$ cat src/assert_macros.svh
`ifndef ASSERT_MACROS_SVH
`define ASSERT_MACROS_SVH

// Same-cycle implication, checked out of reset only
`define ASSERT_NOW(lbl, clk, rst_n, ante, cons, msg) \
    lbl: assert property (@(posedge clk) disable iff (!(rst_n)) (ante) |-> (cons)) \
        else $error(msg);

// Next-cycle implication, checked out of reset only
`define ASSERT_NEXT(lbl, clk, rst_n, ante, cons, msg) \
    lbl: assert property (@(posedge clk) disable iff (!(rst_n)) (ante) |=> (cons)) \
        else $error(msg);

`endif

$ cat src/mipsdec_pkg.sv
`timescale 1ns / 1ps

package mipsdec_pkg;

    // Instruction formats
    typedef enum logic [1:0] {
        FMT_R   = 2'd0,
        FMT_I   = 2'd1,
        FMT_J   = 2'd2,
        FMT_BAD = 2'd3
    } t_format;

    // Dense operation ids: R ops, then I ops, then the two jumps
    typedef enum logic [5:0] {
        OPID_ADD, OPID_ADDU, OPID_AND, OPID_DIV, OPID_DIVU, OPID_JALR, OPID_JR,
        OPID_MFHI, OPID_MFLO, OPID_MTHI, OPID_MTLO, OPID_MULT, OPID_MULTU,
        OPID_NOR, OPID_OR, OPID_SLL, OPID_SLLV, OPID_SLT, OPID_SLTU, OPID_SRA,
        OPID_SRAV, OPID_SRL, OPID_SRLV, OPID_SUB, OPID_SUBU, OPID_SYSCALL,
        OPID_XOR, OPID_BREAK,
        OPID_ADDI, OPID_ADDIU, OPID_ANDI, OPID_BEQ, OPID_BGTZ, OPID_BLEZ,
        OPID_BNE, OPID_LBU, OPID_LHU, OPID_LL, OPID_LUI, OPID_LW, OPID_LWL,
        OPID_LWR, OPID_ORI, OPID_SB, OPID_SC, OPID_SH, OPID_SLTI, OPID_SLTIU,
        OPID_SW, OPID_XORI,
        OPID_J, OPID_JAL
    } t_op_id;

    localparam t_op_id OPID_R_LAST = OPID_BREAK;

    // Primary opcodes
    localparam logic [5:0] OP_SPECIAL = 6'h00;
    localparam logic [5:0] OP_J       = 6'h02;
    localparam logic [5:0] OP_JAL     = 6'h03;
    localparam logic [5:0] OP_BEQ     = 6'h04;
    localparam logic [5:0] OP_BNE     = 6'h05;
    localparam logic [5:0] OP_BLEZ    = 6'h06;
    localparam logic [5:0] OP_BGTZ    = 6'h07;
    localparam logic [5:0] OP_ADDI    = 6'h08;
    localparam logic [5:0] OP_ADDIU   = 6'h09;
    localparam logic [5:0] OP_SLTI    = 6'h0A;
    localparam logic [5:0] OP_SLTIU   = 6'h0B;
    localparam logic [5:0] OP_ANDI    = 6'h0C;
    localparam logic [5:0] OP_ORI     = 6'h0D;
    localparam logic [5:0] OP_XORI    = 6'h0E;
    localparam logic [5:0] OP_LUI     = 6'h0F;
    localparam logic [5:0] OP_COP0    = 6'h10;
    localparam logic [5:0] OP_COP1    = 6'h11;
    localparam logic [5:0] OP_COP2    = 6'h12;
    localparam logic [5:0] OP_LB      = 6'h20;
    localparam logic [5:0] OP_LH      = 6'h21;
    localparam logic [5:0] OP_LW      = 6'h23;
    localparam logic [5:0] OP_LBU     = 6'h24;
    localparam logic [5:0] OP_LHU     = 6'h25;
    localparam logic [5:0] OP_SB      = 6'h28;
    localparam logic [5:0] OP_SH      = 6'h29;
    localparam logic [5:0] OP_SW      = 6'h2B;

    // Function codes of the R format
    localparam logic [5:0] FN_SLL     = 6'h00;
    localparam logic [5:0] FN_SRL     = 6'h02;
    localparam logic [5:0] FN_SRA     = 6'h03;
    localparam logic [5:0] FN_SLLV    = 6'h04;
    localparam logic [5:0] FN_SRLV    = 6'h06;
    localparam logic [5:0] FN_SRAV    = 6'h07;
    localparam logic [5:0] FN_JR      = 6'h08;
    localparam logic [5:0] FN_JALR    = 6'h09;
    localparam logic [5:0] FN_SYSCALL = 6'h0C;
    localparam logic [5:0] FN_BREAK   = 6'h0D;
    localparam logic [5:0] FN_MFHI    = 6'h10;
    localparam logic [5:0] FN_MTHI    = 6'h11;
    localparam logic [5:0] FN_MFLO    = 6'h12;
    localparam logic [5:0] FN_MTLO    = 6'h13;
    localparam logic [5:0] FN_MULT    = 6'h18;
    localparam logic [5:0] FN_MULTU   = 6'h19;
    localparam logic [5:0] FN_DIV     = 6'h1A;
    localparam logic [5:0] FN_DIVU    = 6'h1B;
    localparam logic [5:0] FN_ADD     = 6'h20;
    localparam logic [5:0] FN_ADDU    = 6'h21;
    localparam logic [5:0] FN_SUB     = 6'h22;
    localparam logic [5:0] FN_SUBU    = 6'h23;
    localparam logic [5:0] FN_AND     = 6'h24;
    localparam logic [5:0] FN_OR      = 6'h25;
    localparam logic [5:0] FN_XOR     = 6'h26;
    localparam logic [5:0] FN_NOR     = 6'h27;
    localparam logic [5:0] FN_SLT     = 6'h2A;
    localparam logic [5:0] FN_SLTU    = 6'h2B;

    typedef struct packed {
        logic   hit;
        t_op_id id;
    } t_lookup;

    typedef struct packed {
        t_format     format;
        logic        recognised;
        t_op_id      op_id;
        logic [5:0]  opcode;
        logic [4:0]  rs;
        logic [4:0]  rt;
        logic [4:0]  rd;
        logic [4:0]  shamt;
        logic [5:0]  funct;
        logic [15:0] imm;
        logic [25:0] target;
    } t_item;

    function automatic t_lookup r_lookup(logic [5:0] fn);
        t_lookup l;
        l.hit = 1'b1;
        case (fn)
            FN_ADD:     l.id = OPID_ADD;
            FN_ADDU:    l.id = OPID_ADDU;
            FN_AND:     l.id = OPID_AND;
            FN_DIV:     l.id = OPID_DIV;
            FN_DIVU:    l.id = OPID_DIVU;
            FN_JALR:    l.id = OPID_JALR;
            FN_JR:      l.id = OPID_JR;
            FN_MFHI:    l.id = OPID_MFHI;
            FN_MFLO:    l.id = OPID_MFLO;
            FN_MTHI:    l.id = OPID_MTHI;
            FN_MTLO:    l.id = OPID_MTLO;
            FN_MULT:    l.id = OPID_MULT;
            FN_MULTU:   l.id = OPID_MULTU;
            FN_NOR:     l.id = OPID_NOR;
            FN_OR:      l.id = OPID_OR;
            FN_SLL:     l.id = OPID_SLL;
            FN_SLLV:    l.id = OPID_SLLV;
            FN_SLT:     l.id = OPID_SLT;
            FN_SLTU:    l.id = OPID_SLTU;
            FN_SRA:     l.id = OPID_SRA;
            FN_SRAV:    l.id = OPID_SRAV;
            FN_SRL:     l.id = OPID_SRL;
            FN_SRLV:    l.id = OPID_SRLV;
            FN_SUB:     l.id = OPID_SUB;
            FN_SUBU:    l.id = OPID_SUBU;
            FN_SYSCALL: l.id = OPID_SYSCALL;
            FN_XOR:     l.id = OPID_XOR;
            FN_BREAK:   l.id = OPID_BREAK;
            default: begin
                l.hit = 1'b0;
                l.id  = OPID_ADD;
            end
        endcase
        return l;
    endfunction

    // Only reached for I-format opcodes; LB and LH have no id
    function automatic t_lookup i_lookup(logic [5:0] op);
        t_lookup l;
        l.hit = 1'b1;
        case (op)
            OP_ADDI:  l.id = OPID_ADDI;
            OP_ADDIU: l.id = OPID_ADDIU;
            OP_ANDI:  l.id = OPID_ANDI;
            OP_BEQ:   l.id = OPID_BEQ;
            OP_BGTZ:  l.id = OPID_BGTZ;
            OP_BLEZ:  l.id = OPID_BLEZ;
            OP_BNE:   l.id = OPID_BNE;
            OP_LBU:   l.id = OPID_LBU;
            OP_LHU:   l.id = OPID_LHU;
            OP_LUI:   l.id = OPID_LUI;
            OP_LW:    l.id = OPID_LW;
            OP_ORI:   l.id = OPID_ORI;
            OP_SB:    l.id = OPID_SB;
            OP_SH:    l.id = OPID_SH;
            OP_SLTI:  l.id = OPID_SLTI;
            OP_SLTIU: l.id = OPID_SLTIU;
            OP_SW:    l.id = OPID_SW;
            OP_XORI:  l.id = OPID_XORI;
            default: begin
                l.hit = 1'b0;
                l.id  = OPID_ADD;
            end
        endcase
        return l;
    endfunction

    function automatic t_item decode(logic [31:0] w);
        t_item      d;
        t_lookup    l;
        logic [5:0] op;
        op           = w[31:26];
        d            = '0;
        d.format     = FMT_BAD;
        d.recognised = 1'b0;
        d.op_id      = OPID_ADD;
        d.opcode     = op;
        case (op)
            OP_SPECIAL, OP_COP0, OP_COP1, OP_COP2: begin
                l            = r_lookup(w[5:0]);
                d.format     = FMT_R;
                d.rs         = w[25:21];
                d.rt         = w[20:16];
                d.rd         = w[15:11];
                d.shamt      = w[10:6];
                d.funct      = w[5:0];
                d.recognised = l.hit;
                d.op_id      = l.id;
            end
            OP_J, OP_JAL: begin
                d.format     = FMT_J;
                d.target     = w[25:0];
                d.recognised = 1'b1;
                d.op_id      = (op == OP_J) ? OPID_J : OPID_JAL;
            end
            OP_BEQ, OP_BNE, OP_BLEZ, OP_BGTZ, OP_ADDI, OP_ADDIU, OP_SLTI,
            OP_SLTIU, OP_ANDI, OP_ORI, OP_XORI, OP_LUI, OP_LB, OP_LH, OP_LW,
            OP_LBU, OP_LHU, OP_SB, OP_SH, OP_SW: begin
                l            = i_lookup(op);
                d.format     = FMT_I;
                d.rs         = w[25:21];
                d.rt         = w[20:16];
                d.imm        = w[15:0];
                d.recognised = l.hit;
                d.op_id      = l.id;
            end
            default: ;
        endcase
        return d;
    endfunction

endpackage

$ cat src/mips_instruction_decoder.sv
`timescale 1ns / 1ps
`include "assert_macros.svh"

// MIPS32 instruction decoder.
// Input: raise start with the instruction word on i_instruction_word; the
//   item is taken at the clock edge where start is high and busy is low.
//   busy never rises, so one word may be taken on every clock.
// Output: one decoded item per word, on the o_ result ports for exactly one
//   cycle, marked by o_strobe. Format, dense operation id, recognised flag,
//   opcode, and the rs/rt/rd/shamt/funct/immediate/target fields; fields the
//   format does not use read as zero. Unknown opcodes give format invalid.
// Pipeline: a taken word passes two registers (input word, decoded item)
//   before its result is shown. Throughput: one item per clock, set by the
//   single decode stage between the two registers.
// Reset: synchronous, active low; clears the valid flags so no strobe is
//   given for words in flight. Payload registers are not reset.
// The receiver cannot stall: every result is taken in its strobe cycle.
module mips_instruction_decoder (
    input  logic        i_clk,
    input  logic        i_rst_n,
    input  logic        start,
    input  logic [31:0] i_instruction_word,
    output logic        busy,
    output logic        o_strobe,
    output logic [1:0]  o_format,
    output logic        o_recognised,
    output logic [5:0]  o_operation_id,
    output logic [5:0]  o_opcode,
    output logic [4:0]  o_source_reg,
    output logic [4:0]  o_target_reg,
    output logic [4:0]  o_dest_reg,
    output logic [4:0]  o_shift_amount,
    output logic [5:0]  o_function_code,
    output logic [15:0] o_immediate,
    output logic [25:0] o_jump_target
);

    // Input stage
    logic                 r_in_vld;
    logic [31:0]          r_word;
    // Result stage
    logic                 r_out_vld;
    mipsdec_pkg::t_item   r_item;
    mipsdec_pkg::t_item   n_item;

    // Decoding is a flat table lookup: always ready for the next word
    assign busy = 1'b0;

    always_ff @(posedge i_clk) begin
        if (!i_rst_n) begin
            r_in_vld  <= 1'b0;
            r_out_vld <= 1'b0;
        end else begin
            r_in_vld  <= start && !busy;
            r_out_vld <= r_in_vld;
        end
    end

    always_ff @(posedge i_clk) begin
        if (start && !busy) begin
            r_word <= i_instruction_word;
        end
        r_item <= n_item;
    end

    // Field split, format select and op-id lookup
    always_comb begin
        n_item = mipsdec_pkg::decode(r_word);
    end

    assign o_strobe        = r_out_vld;
    assign o_format        = r_item.format;
    assign o_recognised    = r_item.recognised;
    assign o_operation_id  = r_item.op_id;
    assign o_opcode        = r_item.opcode;
    assign o_source_reg    = r_item.rs;
    assign o_target_reg    = r_item.rt;
    assign o_dest_reg      = r_item.rd;
    assign o_shift_amount  = r_item.shamt;
    assign o_function_code = r_item.funct;
    assign o_immediate     = r_item.imm;
    assign o_jump_target   = r_item.target;

    // Every word in the input stage produces exactly one strobe next cycle
    `ASSERT_NEXT(a_strobe_follows, i_clk, i_rst_n, r_in_vld, o_strobe, "item lost")
    `ASSERT_NEXT(a_no_spurious, i_clk, i_rst_n, !r_in_vld, !o_strobe, "item invented")
    // Invalid opcode: nothing but the opcode is given
    `ASSERT_NOW(a_bad_fields, i_clk, i_rst_n,
        o_strobe && o_format == mipsdec_pkg::FMT_BAD,
        !o_recognised && o_operation_id == 6'd0 && o_source_reg == 5'd0 &&
        o_immediate == 16'd0 && o_jump_target == 26'd0, "invalid opcode leaks fields")
    // J format: register and immediate fields stay clear, always recognised
    `ASSERT_NOW(a_j_fields, i_clk, i_rst_n,
        o_strobe && o_format == mipsdec_pkg::FMT_J,
        o_recognised && o_source_reg == 5'd0 && o_target_reg == 5'd0 &&
        o_immediate == 16'd0 && o_function_code == 6'd0, "jump item malformed")
    // R format ids stay within the R range, and R items carry no immediate
    `ASSERT_NOW(a_r_id_range, i_clk, i_rst_n,
        o_strobe && o_format == mipsdec_pkg::FMT_R,
        o_operation_id <= mipsdec_pkg::OPID_R_LAST && o_immediate == 16'd0,
        "R item outside R id range")

endmodule

$ cat config.mk
export PLATFORM = sky130hd
export DESIGN_NAME = mips_instruction_decoder
export DESIGN_NICKNAME = d
export VERILOG_FILES = /design/src/mipsdec_pkg.sv /design/src/mips_instruction_decoder.sv
export VERILOG_INCLUDE_DIRS = /design/src /design/src/src
export SDC_FILE = /design/constraint.sdc
export NUM_CORES = 1
export LEC_CHECK = 0
export BUFFER_PORTS_ARGS = -buffer_cell sky130_fd_sc_hd__buf_2
export CAP_MARGIN = 20
export CORE_AREA = 8 8 99 101
export CTS_CLUSTER_DIAMETER = 40
export DETAILED_ROUTE_END_ITERATION = 10
export DIE_AREA = 0 0 107 109
export PLACE_DENSITY = 0.77
export REMOVE_ABC_BUFFERS = 1
export SLEW_MARGIN = 10
export SYNTH_ARGS = -nofsm -noshare
export SYNTH_HDL_FRONTEND = slang
export SYNTH_SLANG_ARGS = --single-unit
export TNS_END_PERCENT = 50
$ cat constraint.sdc
create_clock -name i_clk -period 2.08 [get_ports i_clk]
set_clock_uncertainty 0.05 [all_clocks]
set_input_delay 0.104 -clock i_clk [delete_from_list [all_inputs] [get_ports i_clk]]
set_output_delay 0.104 -clock i_clk [all_outputs]
set_load 0.01 [all_outputs]
# --- After elaboration in Yosys (flattened, before gate mapping) ---
# Cells that the tools add are included.
totals:
  reg_bits: 117
  latch_bits: 0
  mem_bits_rw: 0
  mem_bits_ro: 0
  input_bits: 35
  output_inout_bits: 85
  wordCells: 80
  memories: 0
classes:
  add_sub_neg: 0
  n_mul: 0
  n_div: 0
  n_lt_le_gt_ge: 0
  eq_ne: 52
  n_shift: 0
  n_mux: 6
  bitwise: 0
  reduce_logical: 8
op_table:
  columns: ["cell", "n"]
  rows:
  - ["$pmux 5 s27", 1]
  - ["$eq 6x6->1 const B", 18]
  - ["$pmux 6 s18", 1]
  - ["$eq 6x4->1 const B", 12]
  - ["$eq 6x5->1 const B", 11]
  - ["$eq 6x3->1 const B", 7]
  - ["$reduce_or 28->1", 1]
  - ["$pmux 9 s3", 1]
  - ["$eq 6x2->1 const B", 4]
  - ["$reduce_or 24->1", 1]
  - ["$reduce_or 20->1", 1]
  - ["$reduce_or 18->1", 1]
  - ["$logic_not 6->1", 2]
  - ["$reduce_or 4->1", 1]
  - ["$mux 1", 3]
  - ["$reduce_or 2->1", 1]

# --- Logic depth before layout (Yosys ltp) ---
# Gate-level depths: netlist of run 1.
logic_depth:
  ltp_word: 4
  ltp_mapped: 6
  mapped_depth_nobuf: 4

# --- Least setup slack after synthesis of run 1 ---
# No wires, ideal clock.
synth_timing:
  kind: "reg-to-reg"
  from: "register r_word[26]"
  to: "register r_item (netlist bit o_source_reg[0])"
  setup_ns: 0.115
  t_arrival_ns: 1.430
  t_required_ns: 1.915
  path_slack_ns: 0.485
  path_stages_with_launch: 7
  path_buffers: 2
  synth_period_minus_slack_ns: 1.595
  path_cell_list: "edfxtp_1 buf_4 and3b_1 a311oi_1 o22ai_2 buf_2 and2_1"
synth_via:
  elab_chain_cells: 2
  elab_cells_between_ends: 25
  cone_classes: "23 x eq/ne; 2 x reduce/logical"
synth_rtl:
  columns: ["element", "line_no", "rtl"]
  rows:
  - ["start, declared", "mips_instruction_decoder.sv:40", "logic [31:0] r_word;"]
  - ["start signal, assigned", "mips_instruction_decoder.sv:61", "r_word <= i_instruction_word;"]
  - ["$eq 6x3->1 (tied with other cells)", "mipsdec_pkg.sv:187", "case (op)"]
  - ["$reduce_or 24->1 (no source line) (*)", null, null]
  - ["end signal, assigned", "mips_instruction_decoder.sv:63", "r_item <= n_item;"]
  - ["end, declared", "mips_instruction_decoder.sv:43", "mipsdec_pkg::t_item r_item;"]
# Mark *: on every way between the ends. The rest lies on a longest branch, timed or not.
# A chain may end at the register's enable or synchronous reset.

==> results.yml, run 1 <==
cells_and_area:
  area_delta_synth_final_pct: 37.8
  n_fill_cell: 605
  final_cell_area_mm2: 0.00567
  antenna_cells: 0
  largest_reg_flops: 32
  largest_register: "r_word"
  drive_above_1_share: 0.346
  final_cell_mix: "buf_2, dfxtp_1, and2_1"
  nets: 525
  final_common_cell: "buf_2"
  post-route-util: 0.677
logic_synthesis:
  synth_cells: 338
  synth_area_leader_cell: "dfxtp_1"
  async_reset_ff_frac: 0
  synthTopCellsByArea: "dfxtp_1, edfxtp_1, and2_1, buf_2, and3_1"
  ys_warn_count: 0
  synthDistinctLibCells: 60
  synth_top_area_frac: 0.413
  ys_ff_latch: 117
  syn_area_per_cell_um2: 12.2
  syn_area_mm2: 0.00412
  synthFlopType: "dfxtp_1"
  seq_area_frac_synth: 0.646
  synth_edf_count: 32
setup_path:
  crit_arrival_ns: 2.14
  worstPathBufferInverterCount: 0
  worstSetupStartpoint: "r_word[3]$_DFFE_PP_"
  worstSetupStartpointType: "flop"
  crit_type: "reg -> reg"
  crit_path_top_delay_cell: "edfxtp_1"
  r2r-end: "o_operation_id[1]$_DFF_P_"
  crit_family: "compound AO/OA/AOI/OAI gates"
  cp.depth: 4
  cp_slowest_stage_delay_ns: 0.69
  required_ns: 2.39
  critPathMaxFanout: 21
  critPathCapture: "o_operation_id[1]$_DFF_P_"
  cp_cell_sequence: "nor2b_1 -> o311a_1 -> a211oi_1 -> o32ai_1"
  r2r_slack_ns: 0.25
  end_kind: "flop"
  reg2reg_depth: 4
  rr_startpoint: "r_word[3]$_DFFE_PP_"
timing:
  layout_min_cycle_time_ns: 1.83
  setup_viol: 0
  finalMaxSlewViolations: 0
  setup-tns-final_ns: 0
  rsz0062_at_grt: "no"
  slew_headroom: 0.494
  fin_hold_ws_ns: 0.173
  worst_pin_slew_ns: 0.759
  post-route-period-util: 0.880
  hold_viol: 0
  max_freq_mhz: 546
placement:
  dp_hpwl_um: 6370
  io_buffers: 118
  routabilityCongestion: 0.808
  dpl_cell_area_mm2: 0.00476
floorplanning:
  rows: 34
  coreArea_mm2: 0.00838
  start_util: 0.491
  die_area_mm2: 0.0117
  io_pins: 120
  die_height_um: 109
  dieWidth_um: 107
global_routing:
  antenna_found_initial: 0
  grt_pass1_vias: 3195
  grt_max_degree: 34
  grt_pass1_wl_um: 16400
  track_usage: 0.181
  grt_overflow: 0
clock_tree:
  clockBufferDepth: 2
  cts-root-buf: "clkbuf_8"
  h-tree-depth: 4
  cts.sinks: 117
  clkTransAtPathRegs_ns: 0.06
  clk_latency_ns: 0.50
  post_cts_buffers: 0
  cts_tree: "yes"
  numCtsBuffers: 17
drt:
  drt-pass1-iter-count: 4
  totalWireLength_um: 10100
  vias: 3041
  ant_nets: 0
  viasPerCell: 4.98
  drtIter0Drc: 192
  drc_errors: 0
  avgRoutedWirePerCell_um: 16.5
min_path:
  hold_class: "in -> reg"
run_status:
  status: "finished, final reports clean"
run:
  max-cap-violations: 0
power_and_ir_drop:
  max-vdd-ir-drop_mv: 0.777
  powerDensity_mw_per_mm2: 1050
  p_leak_uw: 0.00257
## cells by family (layout without fill, tap and decap cells)
kind of cell,Yosys count,after routing,synth area share
simple gates,124,124,0.190
fa+ha+maj,1,1,0.00273
compound gates,58,58,0.109
mux,2,2,0.00516
other cells,1,1,0.000910
flops,117,117,0.646
buf+inv,35,200,0.0450
## area by class of cell
class | count | area, um2 | area share
Timing Repair Buffer | 160 | 988 | 0.174
Inverter | 8 | 30.0 | 0.00529
Clock buffer | 19 | 442 | 0.0778
Clock inverter | 13 | 145 | 0.0256
Tap cell | 108 | 135 | 0.0238
Multi-Input combinational cell | 186 | 1270 | 0.224
Sequential cell | 117 | 2660 | 0.469
## worst min path at each step
| stage | startpoint | endpoint | cells past startpoint |
|---|---|---|---|
| after floorplan | i_instruction_word[0] | r_word[0]$_DFFE_PP_ | 0 |
| after global placement | i_instruction_word[25] | r_word[25]$_DFFE_PP_ | 1 |
| after detailed placement | i_instruction_word[23] | r_word[23]$_DFFE_PP_ | 1 |
| after CTS | start | r_word[24]$_DFFE_PP_ | 1 |
| after global routing | start | r_word[28]$_DFFE_PP_ | 1 |
| final | start | r_word[28]$_DFFE_PP_ | 1 |
## cell usage after synthesis (3+ instances only)
cell type  count
dfxtp_1       85
and2_1        57
edfxtp_1      32
buf_2         16
nor2_1        14
and3_1        12
nand2b_1      11
o21ai_0        9
a21oi_1        7
inv_1          6
clkbuf_1       5
nor2b_1        5
a211oi_1       4
nand3b_1       4
a31oi_1        3
a32oi_1        3
buf_4          3
buf_6          3
nor4b_1        3
o22ai_1        3
## per-stage QoR
stage / setup slack, ns / instances / total power (uW)
2_1_floorplan: 0.212 / 311 / 2910
3_3_place_gp: 0.352 / 546 / 3140
3_5_place_dp: 0.291 / 546 / 3160
4_1_cts: 0.260 / 611 / 6010
5_1_grt: 0.123 / 611 / 6210
6_report: 0.249 / 611 / 5980
## layer usage
metal  track usage  part of all wire  up-vias
met5             0                 0        -
met4        0.0834             0.021        0
met3        0.0674             0.069       14
met2         0.317              0.52       95
met1         0.189              0.39     1446
li1              -                 -     1486
## timing repair
item,CTS,global route
hold endpoints to repair,34,0
hold buffers,33,0
resized for setup,0,0
## report_power, final
part,internal [uW],switching [uW],leakage (uW)
registers,2500,108,0.00101
logic,274,293,0.00128
clock network,1780,1030,0.000286
Note: power is estimated with default switching activity, not from simulation.
==> inputs of run 2 (changes only) <==
- CORE_AREA: 8 8 99 101 -> 8 8 104 106
- DIE_AREA: 0 0 107 109 -> 0 0 112 114
- clock period: 2.08 -> 1.68 ns (I/O delays scaled with it)
==> run 2 against run 1 <==
  * Wire length up 7.5%
  * Sequential share of layout area down 3.8 points
  * First-iteration DRC count down 28%
  * Largest power group unchanged
  * Highest routed layer unchanged
==> results.yml, run 2 (synthesis gave the netlist of run 1 again) <==
drt:
  totalWireLength_um: 10800
  vias: 3225
  drt-pass1-iter-count: 4
  ant_nets: 0
  drc_errors: 0
  viasPerCell: 4.89
  avgRoutedWirePerCell_um: 16.4
  drtIter0Drc: 138
global_routing:
  track_usage: 0.169
  grt_pass1_wl_um: 16900
  grt_pass1_vias: 3445
  grt_max_degree: 26
  grt_overflow: 0
  antenna_found_initial: 0
placement:
  routabilityCongestion: 0.854
  dp_hpwl_um: 7190
  io_buffers: 118
  dpl_cell_area_mm2: 0.00504
setup_path:
  crit_arrival_ns: 2.03
  reg2reg_depth: 5
  end_kind: "flop"
  r2r-end: "o_operation_id[3]$_DFF_P_"
  worstSetupStartpointType: "flop"
  required_ns: 2.05
  critPathMaxFanout: 7
  rr_startpoint: "r_word[3]$_DFFE_PP_"
  r2r_slack_ns: 0.02
  crit_type: "reg -> reg"
clock_tree:
  cts-root-buf: "clkbuf_8"
  numCtsBuffers: 17
  clk_latency_ns: 0.50
  cts.sinks: 117
  h-tree-depth: 4
  clkTransAtPathRegs_ns: 0.06
  cts_tree: "yes"
  clockBufferDepth: 2
floorplanning:
  io_pins: 120
  coreArea_mm2: 0.00911
  die_height_um: 114
  die_area_mm2: 0.0128
  rows: 35
  start_util: 0.452
  dieWidth_um: 112
cells_and_area:
  area_delta_synth_final_pct: 50.0
  largest_reg_flops: 32
  final_cell_area_mm2: 0.00618
  final_cell_mix: "buf_2, dfxtp_1, and2_1"
  antenna_cells: 0
  nets: 570
  drive_above_1_share: 0.412
  largest_register: "r_word"
  final_common_cell: "buf_2"
power_and_ir_drop:
  max-vdd-ir-drop_mv: 0.706
  p_leak_uw: 0.00283
  powerDensity_mw_per_mm2: 1250
run:
  max-cap-violations: 0
min_path:
  holdPathStages: 2
  min_to: "r_word[30]$_DFFE_PP_"
  hp-start: "i_instruction_word[30]"
  hold_class: "in -> reg"
run_status:
  status: "finished, final reports clean"
timing:
  post-route-period-util: 0.987
  finalMaxSlewViolations: 0
  fin_hold_ws_ns: 0.240
  setup_viol: 0
  rsz0062_at_grt: "yes"
  layout_min_cycle_time_ns: 1.66
  hold_viol: 0
  max_freq_mhz: 603
run 2: area by class of cell:
cell class	instances	area (um2)
clock buffers	21	472
multi-input cells	186	1350
fillers	664	2930
well taps	111	139
flip-flops and latches	117	2660
inverters	8	30.0
repair buffers	205	1390
clock inverters	11	136
run 2: critical path, stage by stage (launching register included):
cell      delay (ns)
edfxtp_1        0.49
buf_4           0.20
or3b_2          0.45
a21oi_1         0.16
a32oi_1         0.08
o22ai_1         0.15
run 2: what timing repair did:
item	in CTS	in global routing
hold buffers	35	0
setup endpoints to repair	3	16
hold endpoints to repair	41	0
gates resized for setup	0	15
pin swaps	0	3
setup buffers	2	10
run 2: how the worst max path moves through the flow:
stage | startpoint | to | slack (ns) | cells after the start
6_report | r_word[3]$_DFFE_PP_ | o_operation_id[3]$_DFF_P_ | 0.02 | 5
5_1_grt | r_word[30]$_DFFE_PP_ | o_operation_id[0]$_DFF_P_ | -0.03 | 4
4_1_cts | r_word[31]$_DFFE_PP_ | o_operation_id[0]$_DFF_P_ | 0.01 | 5
3_5_place_dp | r_word[5]$_DFFE_PP_ | o_operation_id[2]$_DFF_P_ | 0.004 | 6
3_3_place_gp | r_word[31]$_DFFE_PP_ | o_operation_id[0]$_DFF_P_ | 0.007 | 5
2_1_floorplan | r_word[31]$_DFFE_PP_ | o_operation_id[4]$_DFF_P_ | -0.19 | 3
run 2: metal layers:
layer | up-vias | wire length (um) | GRT usage
met1 | 1533 | 4330 | 0.174
met3 | 12 | 792 | 0.0644
met4 | 0 | 142 | 0.0692
met5 | - | 0 | 0
li1 | 1578 | - | -
met2 | 102 | 5550 | 0.302
run 2: report_power, final:
group,leakage (uW),internal [uW],switching [uW]
clock,0.000290,2310,1300
combinational,0.00153,471,455
sequential,0.00101,3090,92.8
total,0.00283,5870,1850
run 2: through the flow:
stage / setup slack (ns) / power [uW] / cells / setup TNS [ns] / util
3_5_place_dp: 0.00436 / 4030 / 580 / 0 / 0.554
6_report: 0.0220 / 7720 / 659 / 0 / 0.678
5_1_grt: -0.0315 / 8000 / 659 / -0.0796 / 0.678
2_1_floorplan: -0.188 / 3600 / 311 / -3.44 / -
4_1_cts: 0.0113 / 7710 / 649 / 0 / 0.661
3_3_place_gp: 0.00687 / 4010 / 580 / 0 / 0.554
==> inputs of run 3 (changes only) <==
- CORE_AREA: 8 8 104 106 -> 8 8 99 101
- DIE_AREA: 0 0 112 114 -> 0 0 107 109
- PLACE_DENSITY: 0.77 -> 0.81
- clock period: 1.68 -> 1.65 ns (I/O delays scaled with it)
==> run 3 against run 2 <==
  * Sequential power up 2%
  * Largest cell class unchanged
  * Hold slack got worse by 0.021 ns
  * Core utilization rose by 5.5 points
  * Setup slack got worse by 0.0012 ns
  * Flip-flop and latch count stayed put
  * Wire length is 3.3% higher
==> results.yml, run 3 (synthesis gave the netlist of run 1 again) <==
run_status:
  status: "finished, final reports clean"
timing:
  hold_viol: 0
  post-route-period-util: 0.987
  layout_min_cycle_time_ns: 1.63
  max_freq_mhz: 614
  rsz0062_at_grt: "yes"
  setup_viol: 0
  finalMaxSlewViolations: 0
clock_tree:
  cts-root-buf: "clkbuf_8"
  numCtsBuffers: 17
  h-tree-depth: 4
  cts_tree: "yes"
  clockBufferDepth: 2
  clkTransAtPathRegs_ns: 0.07
  cts.sinks: 117
  clk_latency_ns: 0.51
power_and_ir_drop:
  totalPowerFinal_uw: 7700
  max-vdd-ir-drop_mv: 0.972
  powerDensity_mw_per_mm2: 1250
  p_leak_uw: 0.00279
drt:
  viasPerCell: 5.01
  vias: 3269
  drtIter0Drc: 154
  drc_errors: 0
  totalWireLength_um: 11200
  avgRoutedWirePerCell_um: 17.1
  drt-pass1-iter-count: 5
  ant_nets: 0
cells_and_area:
  drive_above_1_share: 0.423
  final_cell_mix: "buf_2, dfxtp_1, and2_1"
  n_fill_cell: 531
  largest_register: "r_word"
  post-route-util: 0.733
  final_common_cell: "buf_2"
  nets: 564
  largest_reg_flops: 32
  area_delta_synth_final_pct: 49.1
floorplanning:
  dieWidth_um: 107
  coreArea_mm2: 0.00838
  io_pins: 120
  die_area_mm2: 0.0117
  rows: 34
  start_util: 0.491
  die_height_um: 109
global_routing:
  grt_pass1_vias: 3416
  grt_max_degree: 28
  antenna_found_initial: 2
  grt_overflow: 0
  track_usage: 0.189
  grt_pass1_wl_um: 17100
setup_path:
  rr_startpoint: "r_word[26]$_DFFE_PP_"
  r2r-end: "o_source_reg[4]$_SDFF_PN0_"
  end_kind: "flop"
  critPathMaxFanout: 12
  r2r_slack_ns: 0.02
  worstSetupStartpointType: "flop"
  crit_arrival_ns: 2.03
  reg2reg_depth: 6
  crit_type: "reg -> reg"
  required_ns: 2.05
placement:
  io_buffers: 118
  routabilityCongestion: 0.838
  dp_hpwl_um: 7130
min_path:
  min_to: "r_word[29]$_DFFE_PP_"
  hp-start: "i_instruction_word[29]"
  holdPathStages: 2
  hold_class: "in -> reg"
run:
  max-cap-violations: 0
-- run 3: layout make-up --
| class | instances | area, um2 | area share |
|---|---|---|---|
| antenna | 2 | 5.00 | 0.000815 |
| clock buffer | 17 | 414 | 0.0674 |
| clock inverter | 15 | 156 | 0.0255 |
| inverter | 8 | 32.5 | 0.00530 |
| multi-input combinational | 186 | 1380 | 0.224 |
| sequential | 117 | 2660 | 0.434 |
| tap | 108 | 135 | 0.0220 |
| timing repair buffer | 199 | 1360 | 0.221 |
-- run 3: what timing repair did --
action / in CTS / in global routing
endpoints found under the hold margin: 45 / 0
endpoints found under the setup margin: 4 / 31
pin swaps: 0 / 7
buffers inserted: 2 / 6
gates cloned: 0 / 0
hold buffers: 34 / 0
gates resized for setup: 1 / 27
-- run 3: how the worst max path moves through the flow --
| stage | startpoint | to | slack (ns) | cells after the start |
|---|---|---|---|---|
| 5_1_grt | r_word[26]$_DFFE_PP_ | o_source_reg[4]$_SDFF_PN0_ | -0.07 | 6 |
| 3_5_place_dp | r_word[3]$_DFFE_PP_ | o_operation_id[1]$_DFF_P_ | 0.0005 | 4 |
| 3_3_place_gp | r_word[28]$_DFFE_PP_ | o_immediate[9]$_SDFF_PN0_ | 0.01 | 5 |
| 6_report | r_word[26]$_DFFE_PP_ | o_source_reg[4]$_SDFF_PN0_ | 0.02 | 6 |
| 2_1_floorplan | r_word[31]$_DFFE_PP_ | o_operation_id[4]$_DFF_P_ | -0.22 | 3 |
| 4_1_cts | r_word[3]$_DFFE_PP_ | o_operation_id[2]$_DFF_P_ | 0.01 | 6 |
-- run 3: power by group --
group          internal [uW]  switching [uW]
combinational            481             482
sequential              3140            96.8
clock                   2060            1430
total                   5680            2010
-- run 3: metal layers --
metal / vias up / track usage / share of wire
li1: 1567 / - / -
met5: - / 0 / 0
met2: 144 / 0.321 / 0.52
met4: 0 / 0.101 / 0.017
met1: 1541 / 0.200 / 0.38
met3: 17 / 0.0768 / 0.088
-- run 3: metrics by stage --
step                area [um2]  hold slack (ns)  setup slack (ns)  std cells  setup TNS, ns
finish                    6140            0.218            0.0208        652              0
detailed placement        5030            0.211          0.000480        576              0
global placement          5030            0.209            0.0113        576              0
global route              6140            0.219           -0.0712        652         -0.683
floorplan                 3960            0.131            -0.218        311          -5.30
CTS                       5960            0.199            0.0124        644              0
-- run 3: critical path, stage by stage (launching register included) --
cell and delay [ns]:
edfxtp_1 0.45, buf_4 0.17, nor4b_2 0.36, a311oi_2 0.07, o22ai_2 0.17, buf_6 0.16
and2_1 0.14
